$ cat src/rtl/hsvi_pkg.sv
// HSV colour interpolator: shared types and fixed-point constants.
// Depends on nothing; the front, queue, back and top-level files use it.
package hsvi_pkg;

  // One in Q1.16
  localparam logic [16:0] ONE_FX = 17'h10000;
  // Hue of black: minus one degree in sixths of a turn, Q.16
  localparam logic signed [19:0] BLACK_HUE = -20'sd1092;
  // One full turn in hue units
  localparam logic signed [19:0] FULL_TURN = 20'sd393216;
  // Last hue sector
  localparam logic [2:0] SECTOR_LAST = 3'd5;

  // Which channel holds the maximum
  localparam logic [1:0] TOP_RED   = 2'd0;
  localparam logic [1:0] TOP_GREEN = 2'd1;
  localparam logic [1:0] TOP_BLUE  = 2'd2;

  // Classified colour: everything the HSV conversion needs
  typedef struct packed {
    logic [7:0] hi;     // max component
    logic [7:0] span;   // max - min
    logic [7:0] num;    // magnitude of the sector difference
    logic       neg;    // sector difference is negative
    logic [1:0] top;    // channel that holds the max
    logic       black;  // max is zero
    logic       grey;   // max equals min
  } col_t;

  // One queued transaction
  typedef struct packed {
    logic       bypass;
    logic [7:0] byp_red;
    logic [7:0] byp_green;
    logic [7:0] byp_blue;
    logic [7:0] wt;
    col_t       c0;
    col_t       c1;
  } desc_t;

endpackage

$ cat src/rtl/hsvi_if.sv
// HSV colour interpolator: valid/ready channel interfaces.
// Depends on nothing.
interface hsvi_in_if;
  logic       valid;
  logic       ready;
  logic [7:0] start_red;
  logic [7:0] start_green;
  logic [7:0] start_blue;
  logic [7:0] end_red;
  logic [7:0] end_green;
  logic [7:0] end_blue;
  logic [7:0] blend_amount;

  modport source (output valid, start_red, start_green, start_blue, end_red, end_green,
                  end_blue, blend_amount, input ready);
  modport sink (input valid, start_red, start_green, start_blue, end_red, end_green,
                end_blue, blend_amount, output ready);
endinterface


$ cat src/rtl/hsvi_front.sv
// HSV colour interpolator: input side, accepts and classifies transactions.
// Depends on hsvi_pkg and hsvi_in_if.
module hsvi_front (
  hsvi_in_if.sink         in_i,
  input  logic            full_i,
  output logic            push_o,
  output hsvi_pkg::desc_t desc_o
);

  function automatic hsvi_pkg::col_t classify(logic [7:0] r, logic [7:0] g, logic [7:0] b);
    hsvi_pkg::col_t c;
    logic [7:0] hi;
    logic [7:0] lo;
    logic [8:0] d;
    hi = r;
    lo = r;
    if (g > hi) hi = g;
    if (b > hi) hi = b;
    if (g < lo) lo = g;
    if (b < lo) lo = b;
    c.hi    = hi;
    c.span  = hi - lo;
    c.black = (hi == 8'd0);
    c.grey  = (hi == lo);
    // Pick the sector by the channel that holds the max
    if (r == hi) begin
      c.top = hsvi_pkg::TOP_RED;
      d     = {1'b0, g} - {1'b0, b};
    end else if (g == hi) begin
      c.top = hsvi_pkg::TOP_GREEN;
      d     = {1'b0, b} - {1'b0, r};
    end else begin
      c.top = hsvi_pkg::TOP_BLUE;
      d     = {1'b0, r} - {1'b0, g};
    end
    c.neg = d[8];
    c.num = d[8] ? 8'(-d) : d[7:0];
    return c;
  endfunction

  // Accept whenever the queue has room
  assign in_i.ready = !full_i;
  assign push_o     = in_i.valid && !full_i;

  // Classify both colours and the end-point weights
  always_comb begin
    desc_o.wt     = in_i.blend_amount;
    desc_o.bypass = (in_i.blend_amount == 8'd0) || (in_i.blend_amount == 8'hFF);
    if (in_i.blend_amount == 8'd0) begin
      desc_o.byp_red   = in_i.start_red;
      desc_o.byp_green = in_i.start_green;
      desc_o.byp_blue  = in_i.start_blue;
    end else begin
      desc_o.byp_red   = in_i.end_red;
      desc_o.byp_green = in_i.end_green;
      desc_o.byp_blue  = in_i.end_blue;
    end
    desc_o.c0 = classify(in_i.start_red, in_i.start_green, in_i.start_blue);
    desc_o.c1 = classify(in_i.end_red, in_i.end_green, in_i.end_blue);
  end

endmodule

$ cat src/flat_wrapper.sv
// flat-port wrapper written by rule: the top's interface ports become plain ports
module hsvi_front_flat 
  (full_i, push_o, desc_o, in_i_valid, in_i_start_red, in_i_start_green, in_i_start_blue, in_i_end_red, in_i_end_green, in_i_end_blue, in_i_blend_amount, in_i_ready);
  hsvi_in_if in_i_i ();
  input  logic full_i;
  output logic push_o;
  output hsvi_pkg::desc_t desc_o;
  input wire logic [$bits(in_i_i.valid)-1:0] in_i_valid;
  input wire logic [$bits(in_i_i.start_red)-1:0] in_i_start_red;
  input wire logic [$bits(in_i_i.start_green)-1:0] in_i_start_green;
  input wire logic [$bits(in_i_i.start_blue)-1:0] in_i_start_blue;
  input wire logic [$bits(in_i_i.end_red)-1:0] in_i_end_red;
  input wire logic [$bits(in_i_i.end_green)-1:0] in_i_end_green;
  input wire logic [$bits(in_i_i.end_blue)-1:0] in_i_end_blue;
  input wire logic [$bits(in_i_i.blend_amount)-1:0] in_i_blend_amount;
  output wire logic [$bits(in_i_i.ready)-1:0] in_i_ready;
  assign in_i_i.valid = in_i_valid;
  assign in_i_i.start_red = in_i_start_red;
  assign in_i_i.start_green = in_i_start_green;
  assign in_i_i.start_blue = in_i_start_blue;
  assign in_i_i.end_red = in_i_end_red;
  assign in_i_i.end_green = in_i_end_green;
  assign in_i_i.end_blue = in_i_end_blue;
  assign in_i_i.blend_amount = in_i_blend_amount;
  assign in_i_ready = in_i_i.ready;
  hsvi_front u_core (.in_i(in_i_i), .full_i(full_i), .push_o(push_o), .desc_o(desc_o));
endmodule
$ cat config.mk
export PLATFORM = sky130hd
export DESIGN_NAME = hsvi_front_flat
export DESIGN_NICKNAME = d
export VERILOG_FILES = /design/src/rtl/hsvi_pkg.sv /design/src/rtl/hsvi_if.sv /design/src/rtl/hsvi_front.sv /design/src/flat_wrapper.sv
export SDC_FILE = /design/constraint.sdc
export NUM_CORES = 1
export LEC_CHECK = 0
export ABC_AREA = 1
export CAP_MARGIN = 10
export CORE_ASPECT_RATIO = 2
export CORE_MARGIN = 4
export CORE_UTILIZATION = 30
export DETAILED_ROUTE_END_ITERATION = 16
export DONT_BUFFER_PORTS = 1
export PLACE_DENSITY = 0.5
export SETUP_SLACK_MARGIN = 0.15
export SLEW_MARGIN = 20
export SYNTH_ARGS = -nofsm -noshare
export SYNTH_HDL_FRONTEND = slang
export SYNTH_SLANG_ARGS = --single-unit
$ cat constraint.sdc
create_clock -name vclk -period 8.7
set_input_delay 0.435 -clock vclk [all_inputs]
set_output_delay 0.435 -clock vclk [all_outputs]
set_load 0.01 [all_outputs]
# Yosys cells after proc, flatten, opt, wreduce, memory -nomap -nowiden

Index checks and enable logic that the tools add are counted.

Logic and storage cells: 50
Input bits: 58
Flip-flop bits (word level): 0

Add/sub/neg operators: 10
$lt $le $gt $ge: 8
Reductions and logical operators: 6
Equal/unequal tests: 7
Muxes and demuxes: 19

Operators with widths:

| kind               | number |
|---|---|
| $mux 8             | 10 |
| $sub 8x8->9        | 6 |
| $eq 8x8->1         | 6 |
| $mux 9             | 4 |
| $gt 8x8->1         | 4 |
| $lt 8x8->1         | 4 |
| $logic_not 8->1    | 3 |
| $mux 24            | 1 |
| $neg 8->8          | 2 |
| $sub 8x8->8        | 2 |
| $eq 8x8->1 const B | 1 |
| $mux 2             | 4 |
| $logic_and 1x1->1  | 1 |
| $logic_not 1->1    | 1 |
| $logic_or 1x1->1   | 1 |

# Depth between registers and ports, before layout

Depth in word-level cells: 9
Gate-level depth with buffers: 39

# Worst setup path after synthesis

No wires, ideal clock.

Kind: input -> output
Start point: input port in_i_start_green[6]
End point: output port desc_o[40] (netlist bit)
Path buffers: 2
Path slack: 3.873 ns
Cell stages on the path: 33
Data arrival time: 4.392 ns
Path through: inv_1 > ha_1 > nand2_1 > nand2_1 > a21oi_1 > nand3_2 > buf_4 > o21ai_0 > inv_1 > ha_1 > a21oi_1 > nor2_1 > a211oi_1 > nand2_4 > nand2_4 > buf_8 > nand2_1 > nand2_1 > nand2_1 > nand2_1 > nand2_1 > nor2_1 > nand2_2 > nand2_2 > o21ai_1 > nor2_2 > ha_1 > nand3_1 > o21ai_2 > nand2_1 > nand2_1 > nand2_1 > inv_1

RTL lines:

| item        | RTL line           | RTL |
|---|---|---|
| from (decl) | flat_wrapper.sv:10 | `input wire logic [$bits(in_i_i.start_green)-1:0] in_i_start_green;` |
| to (decl)   | flat_wrapper.sv:7  | `output hsvi_pkg::desc_t desc_o;` |

==> reports/results.env <==
CRITICAL_PATH.MOST_COMMON_CELL='nand2_1'
DPL.HPWL_UM=24300
DIODES=0
SYNTHSIMPLEGATEAREAFRAC_PCT=42.8
MAXCAPVIOLATIONS=0
DETAILEDROUTE.FIRSTITERATIONVIOLATIONS=293
SYNTH-WARNING-COUNT=0
TIMING.FINAL.CRIT_PERIOD_NS=6.55
MAX-SLEW-MARGIN-REL_PCT=34.2
DRC=0
FINALINSTANCEAREA_MM2=0.00618
VIA_COUNT_OF_THE_FIRST_GLOBAL_ROUTING_PASS=7210
TIMING_WORST_SETUP_PATH_TYPE='primary input to output pin'
COMPOUND_CELL_AREA_SHARE_OF_THE_YOSYS_NETLIST_PCT=14.3
DIE-WIDTH_UM=108
CORE_MM2=0.0198
SETUP_TNS_NS=0
DRTPASS1ITERATIONS=6
CRITPATHMAXSTAGEDELAY_NS=0.58
POWER.IR.VDD_WORST_V=0.0000423
WORST_SLACK_NS=2.15
SYNTH.TOP_CELLS.BY_COUNT='296 x nand2_1, 176 x inv_1, 112 x nand3_1'
POSTCTSHOLDBUFS=0
OUTCOME='finished clean'
PLACEMENT.IO_BUFFERS=0
REGAREA_UM2=0
YOSYS.AREA.TOP_TYPE='ha_1'
MAPPEDNETLISTNETS=1248
COUNT_OF_FINAL_SETUP_VIOLATORS=0
POST_DRT_VIA_CELL_RATIO=5.23
HEIGHT_OF_THE_DIE_UM=209
WIRE_PER_INST_UM=20.5
AREAGROWTHSYNTHTOFINISH_PCT=2.53
POST-ROUTE-PERIOD-UTIL_PCT=75.3
SYNTH.YOSYS.SEQ_AREA_SHARE_PCT=0
SYNTH.LIB_CELLS_USED.DISTINCT=39
PWR_DENSITY_CELL_mW_PER_MM2=136
HOLD_VIOLATIONS=0
CRITICAL_PATH_ARRIVAL_NS=6.11
MOST_REPEATED_CELL_IN_THE_GATE_LEVEL_NETLIST_AFTER_SYNTHESIS='nand2_1'
REQUIRED_NS=8.27
TOP_LEVEL_PINS=151
REPORT.POWER.TOTAL_W=0.000839
CLOCKBUFFERCOUNT=0
POSTSYNTHCELLCOUNT=1090
CRITICAL_PATH.MAX_FANOUT=16
SEQ_POWER_SHARE_PCT=0
INTERNAL-POWER_W=0.000247
CRITICAL_PATH.SLOWEST_CELL='nand4_1'
CTS-RESIZED-GATES=0
CLKPWRFRAC_PCT=0
SYNTH_MUX_AREA_SHARE_PCT=0
WORSTMARGINPINSLEW_NS=0.984
WORST_SETUP_PATH_STARTPOINT='in_i_end_green[4]'
GRT_PASS1_WL_UM=41100
FINAL-MAX-SLEW-VIOLATION-COUNT=0
POWER_LEAKAGE_nW=3.47
YOSYS-TOP-CELLS-AREA='ha_1 19%, nand2_1 18%, inv_1 11%, nand3_1 9.3%, o21ai_0 7.2%'
FINAL_NET_COUNT=1224
PRE_CTS_WS_NS=2.11
ROUTED-VIA-COUNT=6939
WORST_HOLD_START='in_i_blend_amount[2]'
NETLIST_AREA_MM2=0.00603
GRT_START_MAX_NET_PINS=49
DPL_CELL_AREA_MM2=0.00618
FLOORPLAN.DIE_AREA_MM2=0.0226
SYNTHXORXNORAREAFRAC_PCT=6.68
CTS_SETUP_BUFFERS=0
FINAL_ANTENNA_NET_COUNT=0
ANTENNA_FOUND_INITIAL=0
TOTAL_SWITCHING_POWER_W=0.000592
SYNTH_AREA_PER_CELL_UM2=5.53
WORST_SETUP_PATH_ENDPOINT='desc_o[11]'
START_UTIL_PCT=30.4
MAX_FREQ_GHz=0.153
NFLOPSANDLATCHES=0
ADDER_CELL_FRACTION_OF_SYNTH_AREA_PCT=21.7
WORST_SETUP_PATH_START_KIND='primary input'
MAIN_COMBINATIONAL_CELL_FAMILY_BY_AREA_AFTER_SYNTHESIS='simple AND/OR/NAND/NOR gates'
TIMING.CRITICAL_PATH.TO_TYPE='output pin'
LAYOUT-DRIVE-GT1-SHARE_PCT=5.92
RSZ0062_AT_GRT='false'
FINALWIRELENGTH_UM=27200
SHARE_COMB_OF_TOTAL_POWER_PCT=100.0
GRT-OVFL-TOTAL=0
HOLD_PATH_CLASS='primary input to output pin'
FP-ROW-COUNT=73
SWITCHING_SHARE_PCT=70.5
GROUTE.USAGE.OVERALL_PCT=24.0
GLOBALPLACE.CONGESTION=0.953
SHARE_OF_YOSYS_CELL_AREA_CLAIMED_BY_THE_TOP_AREA_CELL_TYPE_PCT=19.1
-- worst max-delay path: cells and delay by family --
kind / cells / cell delay [ns]
and+or+nand+nor: 24 / 3.86
adders and majority gates: 3 / 0.89
buffers and inverters: 5 / 0.38
AOI/OAI and AO/OA: 2 / 0.54
-- kinds of logic after synthesis --
family                   after synthesis
AND/OR/NAND/NOR                      576
XOR/XNOR                              46
AO/OA/AOI/OAI                        160
adder cells (fa/ha/maj)              100
buffers and inverters                208
-- through the flow --
step                cells  hold slack, ns  utilization, %
global placement     1326           0.870            31.2
CTS                  1326           0.870            31.2
floorplan            1090           0.914               -
global route         1326           0.870            31.2
finish               1326           0.870            31.2
detailed placement   1326           0.870            31.2
-- power groups by stage --
| stage | clock network [W] | logic (W) | registers (W) |
|---|---|---|---|
| after global placement | 0 | 0.000844 | 0 |
| after CTS | 0 | 0.000847 | 0 |
| after global routing | 0 | 0.000937 | 0 |
| after detailed placement | 0 | 0.000844 | 0 |
| final | 0 | 0.000839 | 0 |
| after floorplan | 0 | 0.000629 | 0 |
-- placed cells by master (no fill, tap or decap), types with 8 or more instances in the layout --
cell      count
nand2_1     296
inv_1       176
nand3_1     112
ha_1         92
o21ai_0      87
nor2_1       80
a21oi_1      40
xor2_1       35
nand2_2      33
nand4_1      16
xnor2_1      11
a211oi_1      9
nand3b_1      8
fa_1          8
-- metal layers --
metal | vias to the layer above | GRT usage [%] | wire length, µm
met4 | 0 | 17.3 | 2680
li1 | 3484 | - | -
met1 | 3104 | 19.5 | 7850
met2 | 242 | 48.4 | 15200
met5 | - | 0 | 0
met3 | 109 | 3.94 | 1450
-- worst min-delay path by stage --
stage | end | cells after the start | slack [ns]
finish | desc_o[60] | 0 | 0.87
floorplan | in_i_ready | 1 | 0.91
global placement | desc_o[60] | 0 | 0.87
detailed placement | desc_o[60] | 0 | 0.87
CTS | desc_o[60] | 0 | 0.87
global route | desc_o[59] | 0 | 0.87
-- area by class of cell --
class | instances | area (µm²)
Fill cell | 2367 | 13600
Multi-Input combinational cell | 882 | 5170
Inverter | 181 | 679
Tap cell | 262 | 328
Timing Repair Buffer | 1 | 7.51
No activity file was read; power rests on OpenSTA's default activity.
