## src/rtl/hsvi_pkg.sv

```systemverilog
// HSV colour interpolator: shared types and fixed-point constants.
// Depends on nothing; the front, queue, back and top-level files use it.
package hsvi_pkg;

  // One in Q1.16
  localparam logic [16:0] ONE_FX = 17'h10000;
  // Hue of black: minus one degree in sixths of a turn, Q.16
  localparam logic signed [19:0] BLACK_HUE = -20'sd1092;
  // One full turn in hue units
  localparam logic signed [19:0] FULL_TURN = 20'sd393216;
  // Last hue sector
  localparam logic [2:0] SECTOR_LAST = 3'd5;

  // Which channel holds the maximum
  localparam logic [1:0] TOP_RED   = 2'd0;
  localparam logic [1:0] TOP_GREEN = 2'd1;
  localparam logic [1:0] TOP_BLUE  = 2'd2;

  // Classified colour: everything the HSV conversion needs
  typedef struct packed {
    logic [7:0] hi;     // max component
    logic [7:0] span;   // max - min
    logic [7:0] num;    // magnitude of the sector difference
    logic       neg;    // sector difference is negative
    logic [1:0] top;    // channel that holds the max
    logic       black;  // max is zero
    logic       grey;   // max equals min
  } col_t;

  // One queued transaction
  typedef struct packed {
    logic       bypass;
    logic [7:0] byp_red;
    logic [7:0] byp_green;
    logic [7:0] byp_blue;
    logic [7:0] wt;
    col_t       c0;
    col_t       c1;
  } desc_t;

endpackage

```

## src/rtl/hsvi_fifo.sv

```systemverilog
// HSV colour interpolator: short queue between the front and back parts.
// Depends on hsvi_pkg.
module hsvi_fifo #(
  parameter int Depth = 4
) (
  input  logic            clk_i,
  input  logic            rst_ni,
  input  logic            push_i,
  input  hsvi_pkg::desc_t desc_i,
  input  logic            pop_i,
  output hsvi_pkg::desc_t head_o,
  output logic            full_o,
  output logic            empty_o
);

  localparam int AW = (Depth > 1) ? $clog2(Depth) : 1;
  localparam int CW = $clog2(Depth + 1);

  hsvi_pkg::desc_t mem_q [Depth];
  logic [AW-1:0] wr_q, rd_q;
  logic [CW-1:0] cnt_q;

  function automatic logic [AW-1:0] wrap_inc(logic [AW-1:0] p);
    return (p == AW'(Depth - 1)) ? '0 : p + AW'(1);
  endfunction

  assign full_o  = (cnt_q == CW'(Depth));
  assign empty_o = (cnt_q == '0);
  assign head_o  = mem_q[rd_q];

  // Store pushed entries
  always_ff @(posedge clk_i) begin
    if (push_i) mem_q[wr_q] <= desc_i;
  end

  // Advance pointers and fill count
  always_ff @(posedge clk_i or negedge rst_ni) begin
    if (!rst_ni) begin
      wr_q  <= '0;
      rd_q  <= '0;
      cnt_q <= '0;
    end else begin
      if (push_i) wr_q <= wrap_inc(wr_q);
      if (pop_i) rd_q <= wrap_inc(rd_q);
      if (push_i && !pop_i) cnt_q <= cnt_q + CW'(1);
      else if (pop_i && !push_i) cnt_q <= cnt_q - CW'(1);
    end
  end

endmodule

```

## config.mk

```make
export PLATFORM = sky130hd
export DESIGN_NAME = hsvi_fifo
export DESIGN_NICKNAME = d
export VERILOG_FILES = /design/src/rtl/hsvi_pkg.sv /design/src/rtl/hsvi_fifo.sv
export SDC_FILE = /design/constraint.sdc
export NUM_CORES = 1
export LEC_CHECK = 0
export CAP_MARGIN = 20
export CORE_ASPECT_RATIO = 1.75
export CORE_MARGIN = 5
export CORE_UTILIZATION = 25
export CTS_CLUSTER_DIAMETER = 120
export DETAILED_ROUTE_END_ITERATION = 12
export DONT_BUFFER_PORTS = 1
export HOLD_SLACK_MARGIN = 0.15
export MAX_ROUTING_LAYER = met4
export RECOVER_POWER = 25
export SLEW_MARGIN = 25
export SYNTH_ARGS = -nofsm -noshare
export SYNTH_HDL_FRONTEND = slang
export SYNTH_SLANG_ARGS = --single-unit
```

## constraint.sdc

```tcl
create_clock -name clk_i -period 3.3 [get_ports clk_i]
set_input_delay 0.66 -clock clk_i [delete_from_list [all_inputs] [get_ports clk_i]]
set_output_delay 0.66 -clock clk_i [all_outputs]
set_load 0.01 [all_outputs]
```

Yosys cells after proc, flatten, opt, wreduce, memory -nomap -nowiden
Memory sizes are Yosys's and may differ from the RTL's.
Index checks and enable logic that the tools add are counted.
Widths: inputs -> output; s select.
{ "word_totals": {"regBits": 7, "mem_bits_rw": 364, "input_bits": 95, "output_inout_bits": 93, "memories": 1} }
{ "classes": {"add_sub_neg": 4, "eq_ne": 3, "n_mux": 6, "n_reduce_logical": 6} }
{ "memory_table": {"columns": ["name", "words", "word_bits", "read_ports", "rd_ports_with_merged_regs", "write_ports", "line_no", "rtl"], "rows": [
  ["mem_q", 4, 91, 1, 0, 1, "hsvi_fifo.sv:19", "hsvi_pkg::desc_t mem_q [Depth];"]
]} }
{ "ops": {"columns": ["operator", "n"], "rows": [
  ["$mux 3", 2],
  ["$add 2x1->2 const B", 2],
  ["$eq 2x2->1 const B", 2],
  ["$mux 2", 2],
  ["$add 3x1->3 const B", 1],
  ["$eq 3x3->1 const B", 1],
  ["$logic_not 3->1", 1],
  ["$sub 3x1->3 const B", 1],
  ["$logic_and 1x1->1", 2],
  ["$logic_not 1->1", 2],
  ["$mux 1", 2],
  ["$reduce_bool 2->1", 1]
]} }

Longest topological paths before layout
Gate-level depths: netlist of the first run.
{ "logic_depth": {"depth_word": 4, "depth_mapped": 7, "mapped_depth_nobuf": 7} }

Worst setup path before layout of the first run
Ideal clock, no wire load.
{ "synth_timing": {"path_type": "input to register", "start": "in push_i", "end": "mem mem_q[2][0] (netlist name) (enable)", "setup_time_ns": 0.459, "t_arrival_ns": 2.768, "slack_ns": 0.072, "cell_stages": 1, "n_path_buf": 0, "path_cell_list": "and2_1"} }
{ "synth_between": {"elab_chain_cells": 2} }
{ "synth_rtl": {"columns": ["item", "line_no", "rtl"], "rows": [
  ["from (decl)", "hsvi_fifo.sv:8", "input logic push_i,"],
  ["$mux 1", "hsvi_fifo.sv:33", "if (push_i) mem_q[wr_q] <= desc_i;"],
  ["$mux 1 (implied by the code)", "hsvi_fifo.sv:33", null],
  ["to (decl)", "hsvi_fifo.sv:19", null]
]} }
Every way passes these cells.

==> run_summary.xml, run 1 <==
<?xml version="1.0" encoding="UTF-8"?>
<metrics>
  <group name="setup_path">
    <metric name="crit_fanout" unit="">28</metric>
    <metric name="critPathLaunchType" unit="">flip-flop</metric>
    <metric name="cpPeakStageDelay" unit="ns">0.68</metric>
    <metric name="crit_path_capture_type" unit="">output pin</metric>
    <metric name="critical_path_s_top_delay_family" unit="">flip-flops</metric>
    <metric name="worstSetupPathType" unit="">reg2out</metric>
    <metric name="critPathArrivalTime" unit="ns">2.15</metric>
    <metric name="cp_data_required_time" unit="ns">2.64</metric>
    <metric name="cp.buffers_inverters" unit="">1</metric>
    <metric name="cpMaxStageDelayCell" unit="">sky130_fd_sc_hd__dfrtp_4</metric>
    <metric name="cp_cell_sequence" unit="">buf_12 &gt; mux4_2</metric>
  </group>
  <group name="synth">
    <metric name="yosys-top-cells-area" unit="">sky130_fd_sc_hd__edfxtp_1, sky130_fd_sc_hd__mux4_2, sky130_fd_sc_hd__dfrtp_1, sky130_fd_sc_hd__buf_6, sky130_fd_sc_hd__ha_1</metric>
    <metric name="synth-seq-cells" unit="">371</metric>
    <metric name="synth.net_count" unit="">614</metric>
    <metric name="yosysTopAreaCell" unit="">sky130_fd_sc_hd__edfxtp_1</metric>
    <metric name="synthesis.area_per_instance" unit="um^2">26.5</metric>
    <metric name="ys_warn_count" unit="">0</metric>
    <metric name="synth_sequential_area_ratio" unit="%">82.0</metric>
    <metric name="post_synth_num_cell_types" unit="">19</metric>
    <metric name="synth.cell_area" unit="mm^2">0.0135</metric>
    <metric name="post_synth_top_area_share" unit="%">80.7</metric>
    <metric name="syn_inst" unit="">512</metric>
  </group>
  <group name="die">
    <metric name="core-area" unit="mm^2">0.0540</metric>
    <metric name="die_height" unit="um">318</metric>
    <metric name="die-area" unit="mm^2">0.0591</metric>
    <metric name="floorplan.io_pins" unit="">188</metric>
    <metric name="rows" unit="">113</metric>
    <metric name="floorplan.die.width" unit="um">186</metric>
    <metric name="initial_utilization" unit="%">25.1</metric>
  </group>
  <group name="grt">
    <metric name="first_global_vias" unit="">5739</metric>
    <metric name="antenna_found_initial" unit="">0</metric>
    <metric name="grt_start_max_net_pins" unit="">44</metric>
    <metric name="grt_first_pass_wirelength" unit="mm">39.5</metric>
    <metric name="grt_use_total" unit="%">9.35</metric>
    <metric name="gr-total-overflow" unit="">0</metric>
  </group>
  <group name="flow_run">
    <metric name="drv.max_cap_violation_count" unit="">0</metric>
  </group>
  <group name="sta">
    <metric name="rsz0062_at_grt" unit="">no</metric>
    <metric name="finalHoldViolations" unit="">0</metric>
    <metric name="maxSlewHeadroom" unit="%">51.9</metric>
    <metric name="final_max_slew_viol_count" unit="">0</metric>
    <metric name="max_clock_freq" unit="MHz">356</metric>
    <metric name="final.setup_skew" unit="ns">0.0188</metric>
    <metric name="finalCritPeriodShare" unit="%">85.2</metric>
    <metric name="layout_min_cycle_time" unit="ns">2.81</metric>
    <metric name="finalSetupViolations" unit="">0</metric>
    <metric name="setup_tns_final" unit="ns">0</metric>
    <metric name="worst_pin_slew" unit="ns">0.721</metric>
  </group>
  <group name="cts">
    <metric name="cts_sinks" unit="">371</metric>
    <metric name="h_tree_level_count" unit="">2</metric>
    <metric name="cts_root_buf" unit="">sky130_fd_sc_hd__clkbuf_16</metric>
    <metric name="clk-insertion-delay-late" unit="ns">0.53</metric>
    <metric name="clock_tree_from_tritoncts" unit="">yes</metric>
    <metric name="path_clk_slew" unit="ns">0.07</metric>
    <metric name="cts.path.max_buffers" unit="">3</metric>
    <metric name="post_cts.repair.setup_buffers" unit="">0</metric>
    <metric name="cts_made_buffers" unit="">35</metric>
  </group>
  <group name="drt">
    <metric name="routed-via-count" unit="">5274</metric>
    <metric name="first_pass_iters" unit="">4</metric>
    <metric name="detail_route.vias_per_cell" unit="">4.19</metric>
    <metric name="routed_wire_length" unit="mm">27.0</metric>
    <metric name="route.detailed.wl_per_inst" unit="um">21.4</metric>
    <metric name="route.antenna.remaining_nets" unit="">0</metric>
    <metric name="post-route-drc-count" unit="">0</metric>
    <metric name="initialDrtViolationCount" unit="">270</metric>
  </group>
  <group name="place">
    <metric name="port_buffers" unit="">0</metric>
    <metric name="place.detailed.hpwl" unit="mm">17.3</metric>
    <metric name="placement.cell_area" unit="mm^2">0.0145</metric>
    <metric name="routabilityCongestion" unit="">0.695</metric>
  </group>
  <group name="finish">
    <metric name="finish.instance_area" unit="mm^2">0.0156</metric>
    <metric name="nets" unit="">647</metric>
    <metric name="antenna-diode-count" unit="">0</metric>
    <metric name="final_layout_size_suffix_gt1_share" unit="%">29.5</metric>
    <metric name="area_growth_synth_to_finish" unit="%">15.1</metric>
  </group>
  <group name="pwr">
    <metric name="ir_drop" unit="uV">633</metric>
    <metric name="p_leak" unit="uW">0.00477</metric>
    <metric name="powerDensity" unit="mW/mm^2">858</metric>
  </group>
  <group name="outcome">
    <metric name="run_status" unit="">finished clean</metric>
  </group>
  <group name="min_path">
    <metric name="hp-class" unit="">in2reg</metric>
  </group>
</metrics>
[where the power goes]
group	internal, uW	leakage, uW	switching [uW]
sequential	6040	0.00342	333
combinational	1410	0.000815	1860
clock	2070	0.000529	1670
[path summary, 6_finish.rpt]
path                       cells past startpoint            to  slack (ns)       start
setup / recovery                               2    head_o[52]        0.49     rd_q[0]
hold / removal                                 0  mem_q[3][43]        0.22  desc_i[43]
setup reg to reg                               4  mem_q[0][22]        1.25     wr_q[0]
hold reg to reg                                1      cnt_q[2]        0.49    cnt_q[2]
max in group asynchronous                      1       rd_q[1]        2.54      rst_ni
min in group asynchronous                      1      cnt_q[2]        0.48      rst_ni
[state kept, by name, summed over array words and instances (netlist names)]
signal / flops
mem_q: 364
cnt_q: 3
rd_q: 2
wr_q: 2
[synthesized netlist by cell type, drive strengths merged]
library cell / n
fa: 1
xor2: 2
nor2: 3
nor3b: 1
edfxtp: 364
nor3: 1
dfrtp: 7
o21ai: 2
mux2: 3
inv: 4
xnor2: 1
and2: 4
ha: 6
nand2: 2
clkbuf: 1
mux4: 91
buf: 19
[per-stage QoR]
step                total power (uW)  instances  hold WS (ns)  util (%)  setup slack (ns)
finish                         13400       1260         0.224      28.9             0.488
global route                   14100       1260         0.184      28.9             0.333
CTS                            13700       1260         0.183      28.9             0.372
detailed placement              9920       1197         0.365      26.9             0.951
global placement                9880       1197         0.365      26.9             0.947
floorplan                       8960        512         0.364         -            0.0722
[cells in the final DEF (no fill, tap or decap), drive strengths merged]
cell type	synthesis	layout
dfrtp	7	7
ha	6	6
dlygate4sd3	0	1
mux2	3	3
nor3b	1	1
clkinvlp	0	2
xor2	2	2
inv	4	8
nand2	2	2
nor3	1	1
xnor2	1	1
clkbuf	1	41
o21ai	2	2
buf	19	15
edfxtp	364	364
mux4	91	91
nor2	3	3
fa	1	1
clkinv	0	15
and2	4	4
[layer usage]
| layer | global-route usage (%) | wire (um) | vias to the layer above |
|---|---|---|---|
| met4 | 3.55 | 733 | 0 |
| li1 | - | - | 2274 |
| met3 | 3.65 | 2300 | 40 |
| met1 | 9.35 | 9030 | 2813 |
| met2 | 16.3 | 14900 | 147 |
| met5 | - | 0 | - |
[cells by family after synthesis]
logic type      synth area share, %
mux                            15.4
buf+inv                        1.25
flops                          82.0
xor+xnor                      0.194
simple gates                  0.416
compound gates               0.0739
fa+ha+maj                     0.702
[layout make-up]
| type | instances | area [um^2] |
|---|---|---|
| fill | 5235 | 38400 |
| sequential | 371 | 11100 |
| multi-input combinational | 117 | 2280 |
| clock buffer | 41 | 941 |
| tap | 690 | 863 |
| timing repair buffer | 16 | 248 |
| clock inverter | 21 | 131 |
| inverter | 4 | 15.0 |
[worst reg2reg max path, stage by stage, from the launching register on]
cell and delay (ns):
sky130_fd_sc_hd__dfrtp_1 0.41, sky130_fd_sc_hd__inv_1 0.11, sky130_fd_sc_hd__ha_1 0.16, sky130_fd_sc_hd__and2_4 0.58, sky130_fd_sc_hd__buf_4 0.47
[timing repair]
item / in CTS / in global routing
resized for setup: 0 / 0
endpoints found under the hold margin: 7 / 0
hold buffers: 1 / 0
Note: power is estimated with default switching activity, not from simulation.
==> run 2: changes to the inputs <==
Settings changed: ABC_AREA set to 1.
==> run_summary.xml, run 2 <==
<?xml version="1.0" encoding="UTF-8"?>
<metrics>
  <group name="drt">
    <metric name="routed-via-count" unit="">8076</metric>
    <metric name="route.detailed.wl_per_inst" unit="um">16.9</metric>
    <metric name="first_pass_iters" unit="">4</metric>
    <metric name="initialDrtViolationCount" unit="">310</metric>
    <metric name="post-route-drc-count" unit="">0</metric>
    <metric name="route.antenna.remaining_nets" unit="">0</metric>
    <metric name="detail_route.vias_per_cell" unit="">4.21</metric>
    <metric name="routed_wire_length" unit="mm">32.5</metric>
  </group>
  <group name="place">
    <metric name="place.detailed.hpwl" unit="mm">19.8</metric>
    <metric name="routabilityCongestion" unit="">0.726</metric>
    <metric name="port_buffers" unit="">0</metric>
  </group>
  <group name="setup_path">
    <metric name="cell_seen_most_often_among_critical_path_stages" unit="">sky130_fd_sc_hd__nand2_1</metric>
    <metric name="crit_fanout" unit="">80</metric>
    <metric name="cpMaxStageDelayCell" unit="">sky130_fd_sc_hd__dfrtp_1</metric>
    <metric name="cpPeakStageDelay" unit="ns">0.45</metric>
    <metric name="critPathArrivalTime" unit="ns">2.18</metric>
    <metric name="cp_data_required_time" unit="ns">2.64</metric>
    <metric name="critPathLaunchType" unit="">flip-flop</metric>
    <metric name="cp.buffers_inverters" unit="">2</metric>
    <metric name="cp_num_cells" unit="">5</metric>
    <metric name="r2r.worst_path.cells" unit="">5</metric>
    <metric name="cp_cell_sequence" unit="">inv_8 &gt; buf_12 &gt; nand2_1 &gt; o211ai_1 &gt; nand2_1</metric>
    <metric name="critical_path_s_top_delay_family" unit="">buffers and inverters</metric>
    <metric name="crit_path_capture_type" unit="">output pin</metric>
    <metric name="worstSetupPathType" unit="">reg2out</metric>
  </group>
  <group name="pwr">
    <metric name="powerDensity" unit="mW/mm^2">833</metric>
    <metric name="ir_drop" unit="uV">477</metric>
    <metric name="post-layout-total-power" unit="uW">14000</metric>
    <metric name="p_leak" unit="uW">0.00624</metric>
  </group>
  <group name="finish">
    <metric name="mostFrequentLayoutCell" unit="">sky130_fd_sc_hd__edfxtp_1</metric>
    <metric name="nets" unit="">1217</metric>
    <metric name="antenna-diode-count" unit="">0</metric>
    <metric name="layout_common_cells" unit="">sky130_fd_sc_hd__edfxtp_1, sky130_fd_sc_hd__nand2_1, sky130_fd_sc_hd__inv_1, sky130_fd_sc_hd__o211ai_1, sky130_fd_sc_hd__clkbuf_16</metric>
    <metric name="largest_registers" unit="">mem_q: 364 flops, cnt_q: 3 flops</metric>
    <metric name="max_flop_register" unit="">mem_q</metric>
    <metric name="area_growth_synth_to_finish" unit="%">12.2</metric>
    <metric name="final_layout_size_suffix_gt1_share" unit="%">6.84</metric>
    <metric name="fillers" unit="">5938</metric>
    <metric name="largest_register_ffs" unit="">364</metric>
  </group>
  <group name="sta">
    <metric name="final_max_slew_viol_count" unit="">0</metric>
    <metric name="rsz0062_at_grt" unit="">no</metric>
    <metric name="max_clock_freq" unit="MHz">352</metric>
    <metric name="maxSlewHeadroom" unit="%">55.9</metric>
    <metric name="layout_min_cycle_time" unit="ns">2.84</metric>
    <metric name="finalCritPeriodShare" unit="%">86.2</metric>
    <metric name="finalSetupViolations" unit="">0</metric>
    <metric name="finalHoldViolations" unit="">0</metric>
    <metric name="final.setup_skew" unit="ns">0.0141</metric>
    <metric name="setup_tns_final" unit="ns">0</metric>
    <metric name="worst_pin_slew" unit="ns">0.661</metric>
  </group>
  <group name="cts">
    <metric name="post_cts_resize_count" unit="">0</metric>
    <metric name="cts_sinks" unit="">371</metric>
    <metric name="cts_hold_fix_bufs" unit="">1</metric>
    <metric name="post_cts.repair.setup_buffers" unit="">0</metric>
    <metric name="clk-insertion-delay-late" unit="ns">0.54</metric>
    <metric name="cts.path.max_buffers" unit="">3</metric>
    <metric name="cts_root_buf" unit="">sky130_fd_sc_hd__clkbuf_16</metric>
    <metric name="path_clk_slew" unit="ns">0.06</metric>
    <metric name="h_tree_level_count" unit="">2</metric>
    <metric name="cts_made_buffers" unit="">36</metric>
    <metric name="clock_tree_from_tritoncts" unit="">yes</metric>
  </group>
  <group name="min_path">
    <metric name="worst_hold_path.num_cells" unit="">0</metric>
    <metric name="hp-class" unit="">in2reg</metric>
  </group>
  <group name="die">
    <metric name="floorplan.io_pins" unit="">188</metric>
    <metric name="core-area" unit="mm^2">0.0594</metric>
    <metric name="die-area" unit="mm^2">0.0651</metric>
    <metric name="rows" unit="">118</metric>
    <metric name="die_height" unit="um">334</metric>
    <metric name="floorplan.die.width" unit="um">195</metric>
    <metric name="initial_utilization" unit="%">25.2</metric>
  </group>
  <group name="grt">
    <metric name="antenna_found_initial" unit="">0</metric>
    <metric name="grt_start_max_net_pins" unit="">93</metric>
    <metric name="grt_use_total" unit="%">9.96</metric>
    <metric name="grt_first_pass_wirelength" unit="mm">47.8</metric>
    <metric name="gr-total-overflow" unit="">0</metric>
    <metric name="first_global_vias" unit="">7936</metric>
  </group>
  <group name="synth">
    <metric name="ys_warn_count" unit="">0</metric>
    <metric name="ys_top_cells_by_count" unit="">sky130_fd_sc_hd__edfxtp_1, sky130_fd_sc_hd__nand2_1, sky130_fd_sc_hd__inv_1</metric>
    <metric name="synth_sequential_area_ratio" unit="%">74.1</metric>
    <metric name="synth-seq-cells" unit="">371</metric>
    <metric name="synthesis.area_per_instance" unit="um^2">13.4</metric>
    <metric name="ys_async_sr_fraction" unit="%">1.89</metric>
    <metric name="synth.net_count" unit="">1216</metric>
    <metric name="synth-edff-count" unit="">364</metric>
    <metric name="post_synth_top_area_share" unit="%">73.0</metric>
    <metric name="yosysTopAreaCell" unit="">sky130_fd_sc_hd__edfxtp_1</metric>
    <metric name="yosys-top-cells-area" unit="">sky130_fd_sc_hd__edfxtp_1, sky130_fd_sc_hd__o211ai_1, sky130_fd_sc_hd__nand2_1, sky130_fd_sc_hd__inv_1, sky130_fd_sc_hd__buf_6</metric>
    <metric name="ys_dominant_reg_cell" unit="">sky130_fd_sc_hd__edfxtp_1</metric>
    <metric name="syn_inst" unit="">1114</metric>
    <metric name="most_numerous_cell_in_the_yosys_netlist" unit="">sky130_fd_sc_hd__edfxtp_1</metric>
    <metric name="synth.cell_area" unit="mm^2">0.0150</metric>
    <metric name="post_synth_num_cell_types" unit="">17</metric>
  </group>
  <group name="flow_run">
    <metric name="drv.max_cap_violation_count" unit="">0</metric>
  </group>
  <group name="outcome">
    <metric name="run_status" unit="">finished clean</metric>
  </group>
</metrics>
run 2: changes by cell type after synthesis, moves of 2 or more:
| cell | before | now |
|---|---|---|
| sky130_fd_sc_hd__nand2_1 | 2 | 288 |
| sky130_fd_sc_hd__inv_1 | 4 | 194 |
| sky130_fd_sc_hd__o211ai_1 | 0 | 182 |
| sky130_fd_sc_hd__mux4_2 | 91 | 0 |
| sky130_fd_sc_hd__buf_6 | 8 | 39 |
| sky130_fd_sc_hd__buf_2 | 9 | 20 |
| sky130_fd_sc_hd__and2_1 | 4 | 0 |
| sky130_fd_sc_hd__mux2_2 | 3 | 0 |
| sky130_fd_sc_hd__buf_4 | 2 | 0 |
| sky130_fd_sc_hd__o21ai_0 | 2 | 4 |
| sky130_fd_sc_hd__xor2_1 | 2 | 0 |
run 2: worst paths after layout:
path	startpoint	to	slack, ns
max	rd_q[0]	head_o[60]	0.46
min	desc_i[21]	mem_q[2][21]	0.21
max reg2reg	wr_q[1]	mem_q[1][11]	1.39
min reg2reg	cnt_q[2]	cnt_q[2]	0.50
max in group asynchronous	rst_ni	rd_q[1]	2.50
min in group asynchronous	rst_ni	cnt_q[1]	0.48
run 2: metal layers:
layer	vias up	global-route usage, %	part of all wire [%]
met1	3936	9.20	35
met2	185	18.0	53
li1	3891	-	-
met4	0	4.37	3.6
met5	-	-	0
met3	64	4.07	8.4
run 2: cell families after synthesis:
logic type	count (synthesis)	synth area share, %
flops	371	74.1
fa+ha+maj	7	0.635
compound gates	186	9.25
buf+inv	255	8.51
xor+xnor	1	0.0585
simple gates	294	7.41
run 2: where the power goes:
group	internal, uW	switching (uW)	total (uW)	leakage (uW)
Combinational	997	2940	3930	0.00229
Sequential	6040	191	6230	0.00343
Clock	2150	1690	3840	0.000523
Total	9190	4820	14000	0.00624
run 2: layout make-up:
cell class / instances / area [um^2] / share of cell area [%]
inverter: 195 / 752 / 4.47
clock inverter: 16 / 133 / 0.789
sequential: 371 / 11100 / 66.1
multi-input combinational: 488 / 2600 / 15.5
tap: 780 / 976 / 5.81
timing repair buffer: 23 / 275 / 1.64
clock buffer: 47 / 962 / 5.72
run 2: through the flow:
stage                     hold slack (ns)  setup WS, ns  util [%]  instances  area, um^2
final                               0.209         0.457      28.3       1920       16800
after global routing                0.153         0.274      28.3       1920       16800
after CTS                           0.151         0.381      28.3       1920       16800
after detailed placement            0.365         0.990      26.5       1856       15700
after global placement              0.365          1.03      26.5       1856       15700
after floorplan                     0.364         0.393         -       1114       15000
==> run 3: changes to the inputs <==
Settings changed: CORE_UTILIZATION 25 to 30.
==> run_summary.xml, run 3 (synthesis gave the netlist of run 2 again) <==
<?xml version="1.0" encoding="UTF-8"?>
<metrics>
  <group name="outcome">
    <metric name="run_status" unit="">finished clean</metric>
  </group>
  <group name="setup_path">
    <metric name="cp_data_required_time" unit="ns">2.64</metric>
    <metric name="cpPeakStageDelay" unit="ns">0.46</metric>
    <metric name="cp_num_cells" unit="">5</metric>
    <metric name="critPathLaunchType" unit="">flip-flop</metric>
    <metric name="cpMaxStageDelayCell" unit="">sky130_fd_sc_hd__inv_8</metric>
    <metric name="critical_path_s_top_delay_family" unit="">buffers and inverters</metric>
    <metric name="r2r.worst_path.cells" unit="">5</metric>
    <metric name="cp.buffers_inverters" unit="">2</metric>
    <metric name="cp_cell_sequence" unit="">inv_8 &gt; buf_12 &gt; nand2_1 &gt; o211ai_1 &gt; nand2_1</metric>
    <metric name="crit_path_capture_type" unit="">output pin</metric>
    <metric name="cell_seen_most_often_among_critical_path_stages" unit="">sky130_fd_sc_hd__nand2_1</metric>
    <metric name="critPathArrivalTime" unit="ns">2.22</metric>
    <metric name="critical_path.reg2reg.startpoint" unit="">wr_q[0]</metric>
    <metric name="worstSetupPathType" unit="">reg2out</metric>
    <metric name="crit_fanout" unit="">105</metric>
    <metric name="startpoint_of_the_worst_setup_timing_path" unit="">rd_q[0]</metric>
  </group>
  <group name="die">
    <metric name="core-area" unit="mm^2">0.0496</metric>
    <metric name="initial_utilization" unit="%">30.2</metric>
    <metric name="die_height" unit="um">306</metric>
    <metric name="rows" unit="">108</metric>
    <metric name="floorplan.die.width" unit="um">179</metric>
    <metric name="floorplan.io_pins" unit="">188</metric>
    <metric name="die-area" unit="mm^2">0.0547</metric>
  </group>
  <group name="grt">
    <metric name="first_global_vias" unit="">7857</metric>
    <metric name="grt_start_max_net_pins" unit="">106</metric>
    <metric name="grt_first_pass_wirelength" unit="mm">45.4</metric>
    <metric name="gr-total-overflow" unit="">0</metric>
    <metric name="grt_use_total" unit="%">11.3</metric>
    <metric name="antenna_found_initial" unit="">0</metric>
  </group>
  <group name="min_path">
    <metric name="hp-class" unit="">in2reg</metric>
    <metric name="worst_hold_path.num_cells" unit="">0</metric>
    <metric name="origin_of_the_worst_min_delay_path" unit="">desc_i[83]</metric>
  </group>
  <group name="sta">
    <metric name="finalHoldViolations" unit="">0</metric>
    <metric name="layout_min_cycle_time" unit="ns">2.88</metric>
    <metric name="final.setup_skew" unit="ns">0.0252</metric>
    <metric name="final_max_slew_viol_count" unit="">0</metric>
    <metric name="setup_tns_final" unit="ns">0</metric>
    <metric name="worst_pin_slew" unit="ns">0.681</metric>
    <metric name="finalSetupViolations" unit="">0</metric>
    <metric name="finalCritPeriodShare" unit="%">87.2</metric>
    <metric name="rsz0062_at_grt" unit="">no</metric>
    <metric name="maxSlewHeadroom" unit="%">54.6</metric>
    <metric name="max_clock_freq" unit="MHz">348</metric>
  </group>
  <group name="place">
    <metric name="dp.cells" unit="">1733</metric>
    <metric name="routabilityCongestion" unit="">0.739</metric>
    <metric name="port_buffers" unit="">0</metric>
    <metric name="place.detailed.hpwl" unit="mm">18.7</metric>
  </group>
  <group name="drt">
    <metric name="route.detailed.wl_per_inst" unit="um">17.4</metric>
    <metric name="first_pass_iters" unit="">4</metric>
    <metric name="initialDrtViolationCount" unit="">328</metric>
    <metric name="detail_route.vias_per_cell" unit="">4.49</metric>
    <metric name="post-route-drc-count" unit="">0</metric>
    <metric name="routed-via-count" unit="">8049</metric>
    <metric name="route.antenna.remaining_nets" unit="">0</metric>
    <metric name="routed_wire_length" unit="mm">31.3</metric>
  </group>
  <group name="cts">
    <metric name="cts_root_buf" unit="">sky130_fd_sc_hd__clkbuf_16</metric>
    <metric name="clk-insertion-delay-late" unit="ns">0.52</metric>
    <metric name="post_cts_resize_count" unit="">0</metric>
    <metric name="cts.path.max_buffers" unit="">3</metric>
    <metric name="clock_tree_from_tritoncts" unit="">yes</metric>
    <metric name="cts_made_buffers" unit="">34</metric>
    <metric name="cts_sinks" unit="">371</metric>
    <metric name="post_cts.repair.setup_buffers" unit="">0</metric>
    <metric name="path_clk_slew" unit="ns">0.07</metric>
    <metric name="h_tree_level_count" unit="">2</metric>
  </group>
  <group name="finish">
    <metric name="final_layout_size_suffix_gt1_share" unit="%">6.53</metric>
    <metric name="antenna-diode-count" unit="">0</metric>
    <metric name="ff_latch_area" unit="mm^2">0.0111</metric>
    <metric name="largest_registers" unit="">mem_q: 364 flops, cnt_q: 3 flops</metric>
    <metric name="fillers" unit="">4741</metric>
    <metric name="largest_register_ffs" unit="">364</metric>
    <metric name="multi_input_logic_area" unit="mm^2">0.00260</metric>
    <metric name="max_flop_register" unit="">mem_q</metric>
    <metric name="nets" unit="">1212</metric>
    <metric name="instances_no_fill" unit="">1793</metric>
    <metric name="layout_common_cells" unit="">sky130_fd_sc_hd__edfxtp_1, sky130_fd_sc_hd__nand2_1, sky130_fd_sc_hd__inv_1, sky130_fd_sc_hd__o211ai_1, sky130_fd_sc_hd__clkbuf_16</metric>
    <metric name="mostFrequentLayoutCell" unit="">sky130_fd_sc_hd__edfxtp_1</metric>
    <metric name="area_growth_synth_to_finish" unit="%">11.2</metric>
  </group>
  <group name="pwr">
    <metric name="ir_drop" unit="uV">490</metric>
    <metric name="powerDensity" unit="mW/mm^2">842</metric>
    <metric name="p_leak" unit="uW">0.00625</metric>
  </group>
  <group name="flow_run">
    <metric name="drv.max_cap_violation_count" unit="">0</metric>
  </group>
</metrics>
-- run 3: cell count changes in the layout (fill, tap and decap cells not counted), sizes merged --
| cell | delta |
|---|---|
| bufinv | +3 |
| inv | +2 |
| buf | -3 |
| clkbuf | -7 |
| clkinvlp | -2 |
-- run 3: worst paths after layout --
path	end	slack (ns)
worst max-delay path	head_o[52]	0.42
worst min-delay path	mem_q[0][83]	0.23
worst max register to register	mem_q[2][4]	1.44
worst min register to register	cnt_q[2]	0.53
max in group asynchronous	rd_q[1]	2.47
min in group asynchronous	wr_q[0]	0.50
-- run 3: metal layers --
layer	up-vias	GRT usage (%)	share of wire (%)
met1	3932	10.3	34
met3	68	3.38	6.9
met2	179	21.4	55
met4	0	4.63	3.6
met5	-	-	0
li1	3870	-	-
-- run 3: layout make-up --
cell class,instances,share of cell area [%]
Sequential cell,371,66.7
Multi-Input combinational cell,488,15.6
Clock buffer,40,5.37
Tap cell,660,4.96
Inverter,195,4.52
Timing Repair Buffer,20,1.59
Clock inverter,19,1.23
-- run 3: repair_timing --
| item | 4_1_cts | 5_1_grt |
|---|---|---|
| endpoints found under the setup margin | 0 | 0 |
| hold endpoints to repair | 7 | 0 |
| hold buffers | 1 | 0 |
-- run 3: worst register-to-register path, cell delays in order, from the launching register on --
cell	delay (ns)
sky130_fd_sc_hd__dfrtp_1	0.41
sky130_fd_sc_hd__inv_1	0.11
sky130_fd_sc_hd__ha_1	0.15
sky130_fd_sc_hd__nand2_1	0.08
sky130_fd_sc_hd__inv_4	0.24
sky130_fd_sc_hd__buf_4	0.46
-- run 3: where the power goes --
| group | internal (uW) | switching (uW) | leakage [uW] |
|---|---|---|---|
| Sequential | 6040 | 189 | 0.00343 |
| Clock | 2260 | 1630 | 0.000537 |
| Combinational | 994 | 2900 | 0.00228 |
| Total | 9300 | 4720 | 0.00625 |
-- run 3: metrics by stage --
step	worst slack [ns]	cell area, um^2	power (uW)	util (%)	hold slack [ns]
5_1_grt	0.270	16700	14800	33.6	0.200
6_report	0.422	16700	14000	33.6	0.231
4_1_cts	0.382	16700	14300	33.6	0.192
2_1_floorplan	0.393	15000	9460	-	0.364
3_5_place_dp	0.956	15500	10400	31.3	0.365
3_3_place_gp	0.989	15500	10200	31.3	0.365
